$ cat src/hw/rtl/aps_pkg.sv
// ----------------------------------------------------------------------------
// aps_pkg
// shared types and constants of the antialiased pixel splat block
// ----------------------------------------------------------------------------
package aps_pkg;

  localparam int CH_W       = 8;   // one colour channel
  localparam int COORD_W    = 4;   // integer part of a position
  localparam int FRAC_W     = 8;   // fraction part of a position
  localparam int PIX_W      = 3 * CH_W;
  localparam int IN_DATA_W  = 48;
  localparam int OUT_DATA_W = 32;

  // sequencer states
  typedef enum logic [3:0] {
    ST_CLEAR,
    ST_IDLE,
    ST_WGT,
    ST_SCR,
    ST_SCG,
    ST_SCB,
    ST_UPD,
    ST_RD,
    ST_RDW,
    ST_OUT
  } state_t;

  // input command codes
  typedef enum logic {
    CMD_SPLAT = 1'b0,
    CMD_READ  = 1'b1
  } cmd_t;

  // shared multiply unit operations
  typedef enum logic {
    MAC_WEIGHT,   // (a*b + a + b) >> 8
    MAC_SCALE     // (a*b) >> 8
  } mac_kind_t;

  typedef struct packed {
    mac_kind_t       kind;
    logic [CH_W-1:0] a;
    logic [CH_W-1:0] b;
  } mac_op_t;

  typedef struct packed {
    logic rd_en;
    logic wr_en;
  } fb_ctl_t;

endpackage

$ cat src/hw/rtl/aps_mac.sv
// ----------------------------------------------------------------------------
// aps_mac
// shared 8x8 multiply unit, result registered, high byte kept
// ----------------------------------------------------------------------------
module aps_mac (
  input  logic                        clk,
  input  aps_pkg::mac_op_t            op,
  output logic [aps_pkg::CH_W-1:0]    res
);

  logic [2*aps_pkg::CH_W-1:0] prod;
  logic [2*aps_pkg::CH_W-1:0] sum;
  logic [aps_pkg::CH_W-1:0]   res_r;

  always_comb begin
    prod = (2*aps_pkg::CH_W)'(op.a) * (2*aps_pkg::CH_W)'(op.b);
    // a*b + a + b never exceeds 16 bits for 8-bit operands
    if (op.kind == aps_pkg::MAC_WEIGHT) begin
      sum = prod + (2*aps_pkg::CH_W)'(op.a) + (2*aps_pkg::CH_W)'(op.b);
    end else begin
      sum = prod;
    end
  end

  always_ff @(posedge clk) begin
    res_r <= sum[2*aps_pkg::CH_W-1:aps_pkg::CH_W];
  end

  assign res = res_r;

endmodule

$ cat config.mk
export PLATFORM = sky130hd
export DESIGN_NAME = aps_mac
export DESIGN_NICKNAME = d
export VERILOG_FILES = /design/src/hw/rtl/aps_pkg.sv /design/src/hw/rtl/aps_mac.sv
export SDC_FILE = /design/constraint.sdc
export NUM_CORES = 1
export LEC_CHECK = 0
export ABC_CLOCK_PERIOD_IN_PS = 8550
export BUFFER_PORTS_ARGS = -buffer_cell sky130_fd_sc_hd__buf_2
export CAP_MARGIN = 20
export CORE_MARGIN = 2
export CORE_UTILIZATION = 35
export CTS_CLUSTER_DIAMETER = 200
export CTS_CLUSTER_SIZE = 14
export DETAILED_ROUTE_END_ITERATION = 7
export PLACE_DENSITY = 0.52
export SYNTH_ARGS = -nofsm -noshare
export SYNTH_HDL_FRONTEND = slang
export SYNTH_SLANG_ARGS = --single-unit
$ cat constraint.sdc
create_clock -name clk -period 8.55 [get_ports clk]
set_clock_uncertainty 0.2 [all_clocks]
set_input_delay 1.2825 -clock clk [delete_from_list [all_inputs] [get_ports clk]]
set_output_delay 1.2825 -clock clk [all_outputs]
set_load 0.01 [all_outputs]
After elaboration in Yosys (flattened, before gate mapping)
Cells that the tools add are included.
{"block": "classes", "addsub": 2, "n_mul": 1, "div_mod_pow": 0, "order_cmp": 0, "n_eq_ne": 0, "shift": 0, "muxes": 1, "n_bitwise": 0, "reduce_logical": 0}
{"operator": "16-bit by 8-bit adder with 16-bit output", "count": 2}
{"operator": "8-bit by 8-bit multiplier with 16-bit output", "count": 1}
{"operator": "16-bit 2-to-1 mux", "count": 1}
{"block": "totals", "ff_bits": 8, "latch_bits": 0, "ram_bits": 0, "romBits": 0, "in_bits": 18, "out_inout_bits": 8, "elab_cells": 5, "mem_count": 0}

Logic depth before layout (Yosys ltp)
{"block": "depth", "ltp_word": 4, "ltp_mapped": 22, "depth_no_buf": 22}

Worst setup path before layout
No wires, ideal clock.
{"block": "synth_path", "path_type": "input to register", "startpoint": "input port op[4] (netlist name)", "endpoint": "register res_r (netlist bit res[5])", "setup_ps": 130, "arrival_ps": 6488, "t_required_ps": 8220, "path_slack_ps": 1732, "cell_stages": 20, "n_path_buf": 0, "cell_sequence": "inv_1 nor2_1 fa_1 fa_1 inv_1 fa_1 fa_1 inv_1 ha_1 o21a_1 a21oi_1 fa_1 ha_1 nand2_1 nor3_1 a21oi_1 or4_4 o41ai_4 o22a_1 nand4_1"}
{"block": "synth_between", "elab_chain_len": 4}
{"element": "start: declaration", "line_no": "aps_mac.sv:7", "source": "input aps_pkg::mac_op_t op,"}
{"element": "8-bit by 8-bit multiplier with 16-bit output", "line_no": "aps_mac.sv:16", "source": "prod = (2*aps_pkg::CH_W)'(op.a) * (2*aps_pkg::CH_W)'(op.b);"}
{"element": "16-bit by 8-bit adder with 16-bit output (2 in series)", "line_no": "aps_mac.sv:19", "source": "sum = prod + (2*aps_pkg::CH_W)'(op.a) + (2*aps_pkg::CH_W)'(op.b);"}
{"element": "16-bit 2-to-1 mux (*)", "line_no": "aps_mac.sv:18", "source": "if (op.kind == aps_pkg::MAC_WEIGHT) begin"}
{"element": "net sum, one bit", "line_no": "aps_mac.sv:12", "source": "logic [2*aps_pkg::CH_W-1:0] sum;"}
{"element": "end signal: assignment", "line_no": "aps_mac.sv:26", "source": "res_r <= sum[2*aps_pkg::CH_W-1:aps_pkg::CH_W];"}
{"element": "end: declaration", "line_no": "aps_mac.sv:13", "source": "logic [aps_pkg::CH_W-1:0] res_r;"}
Mark *: on every way through the listed nets, which the timed path passes. The rest lies on a longest branch.

Worst setup path in the final report
{"block": "layout_path", "startpoint": "input port op[9] (netlist name)", "endpoint": "register res_r (netlist bit res[5])"}
The elaborated chain is that of the path after synthesis.

==> results.md <==
- Post-CTS resize count: 0
- Minimum hold slack: 1140 ps
- Top-area cell type share of the netlist area: 0.294
- Syn-to-layout area delta: 9.73%
- Sink Count: 8
- Cell variety after synth: 38
- Initial antenna violation count: 0
- Drt first pass iters: 4
- Worst path cell trace: buf_2 > inv_1 > nor2_1 > fa_1 > fa_1 > inv_1 > fa_1 > fa_1 > inv_1 > ha_1 > o21a_1 > a21oi_1 > fa_1 > ha_1 > nand2_1 > nor3_1 > a21oi_1 > or4_4 > o41ai_4 > o22a_1 > nand4_1
- Slowest CP cell: fa_1
- Max reg flops: 8
- EDFF count, synth: 0
- Initial Util: 0.359
- Max frequency: 142 MHz
- Part of the cycle the worst path needs: 0.821
- Max transition margin: 0.688
- Hold Path Origin: op[16]
- Syn Area/Cell: 8.48 sq um
- Synth area leader: fa_1
- Die Y: 95.5 microns
- Detailed placement HPWL: 5.66 mm
- Post-CTS setup buffer count: 0
- RSZ-0062 raised after global routing: false
- VDD IR max: 0.131 mV
- # rows: 33
- Drt wl/cell: 13.3 microns
- I/O Buffers: 25
- Syn Inst Count: 346
- Die area: 9130 sq um
- YS warnings: 0
- Netlist Area Pre-Place: 2930 sq um
- Ranking of synthesized cells by area: fa_1 (29%), ha_1 (21%), inv_1 (11%)
- # H-tree levels: 1
- Vias per inst: 4.83
- Core Box Area: 8180 sq um
- Sequential fraction of the synthesis area: 0.0546
- Status: finished, final reports clean
- Share of cells above drive strength 1: 0.0916
- Count leader, synth: inv_1
- Via count of the first global-routing pass: 2356
- Critical Path Source Type: input port
- Pin count of the biggest net entering global routing: 10
- Syn Nets: 457
- CP required: 8460 ps
- Final hold vios: 0
- RePlAce Congestion: 0.884
- Drc violations: 0
- Post-CTS Hold Buffers: 0
- Asr flop ratio synth: 0
- CTS Buf Count: 3
- Die width: 95.5 microns
- I/O pins: 26
- Layout net count: 484
- Filler instances: 881
- Total gr overflow: 0
- Power Density: 277 nW/um^2
- Top FF cell, synth: dfxtp_1
- Crit Path Class: input port to flop
- Final min period: 7020 ps
- Clock Tree Buf Depth: 2
- Post-synth top cells: inv_1 (84), ha_1 (50), fa_1 (43)
- # diodes: 0
- CP dominant cell by count: fa_1
- Final Cell Area: 3220 sq um
- Dpl cell area: 3180 sq um
- Post-DRT Antenna Nets: 0
- Seq cells post-synth: 8
- Worst hold path class: input port to flop
- Worst setup EP type: flop
- Max incr delay on CP: 550 ps
- Worst-path clk slew: 40 ps
- Fin Setup TNS: 0 ps
- CTS tree: yes
- Root buf cell: clkbuf_8
- Worst Path Max Fanout: 6
- DRT iter0 DRCs: 83
- Final Setup Violations: 0
- Routed WL: 6.34 mm
- Fin. max-slew vios: 0
- Post-layout util: 0.394
- First-pass GRT wire length: 11.3 mm
- P_leak: 1.70 nW
- Overall routing resource usage: 0.160
- MaxCap Viol Count: 0
- Tot Pwr: 0.892 mW
- CP arrival: 6930 ps
- Worst Tran Pin Value: 466 ps
- CP startpoint: op[9]
- Vias: 2298
worst max-delay path, delay by kind of cell:
| family | cells | cell delay (ps) |
|---|---|---|
| AOI/OAI and AO/OA | 5 | 1080 |
| adders and majority gates | 7 | 3120 |
| buffers and inverters | 4 | 410 |
| and+or+nand+nor | 5 | 1030 |
per-layer routing:
| metal | track usage | wire, microns |
|---|---|---|
| met1 | 0.222 | 2970 |
| met2 | 0.281 | 3130 |
| met3 | 0.0190 | 237 |
| met4 | 0.00357 | 0 |
| met5 | 0 | 0 |
cells in the final DEF (no fill, tap or decap), types with 2 or more instances in the layout:
cell	synthesis	routed
inv_1	84	84
ha_1	50	50
fa_1	43	43
nor2_1	34	34
buf_2	1	25
and2_1	24	24
nand2_1	17	17
a21oi_1	11	11
xnor2_1	10	10
o21ai_0	8	8
dfxtp_1	8	8
xor2_1	7	7
nor3_1	7	7
nand3_1	4	4
o211ai_1	4	4
o21a_1	4	4
nand4_1	3	3
clkbuf_8	0	3
a21o_1	2	2
a211oi_1	2	2
o21bai_1	2	2
a32oi_1	2	2
a31oi_1	2	2
where the power goes:
group          internal [mW]  switching (mW)  leakage [nW]
Combinational          0.317           0.465          1.61
Clock                 0.0305          0.0152        0.0216
Sequential            0.0611         0.00334        0.0671
Total                  0.409           0.483          1.70
cell type report:
cell class	count	area, sq um	area share
sequential	8	160	0.0498
multi-input combinational	251	2440	0.760
inverter	84	315	0.0980
timing repair buffer	25	125	0.0389
clock buffer	3	41.3	0.0128
tap	105	131	0.0408
stage by stage:
step / instances / setup WS (ps)
6_report: 476 / 1530
5_1_grt: 476 / 1100
4_1_cts: 476 / 1490
3_5_place_dp: 473 / 1250
3_3_place_gp: 473 / 1360
2_1_floorplan: 346 / 1730
kinds of logic after synthesis:
| kind of cell | synth area share |
|---|---|
| buffers and inverters | 0.112 |
| DFF | 0.0546 |
| and+or+nand+nor | 0.166 |
| adders and majority gates | 0.507 |
| xor gates and xnor gates | 0.0508 |
| AOI/OAI and AO/OA | 0.110 |
path summary, 6_finish.rpt:
kind | to | slack [ps] | depth (start not counted)
setup / recovery | res[5] | 1530 | 21
hold / removal | res[0] | 1140 | 3
(Power assumes the default switching activity.)
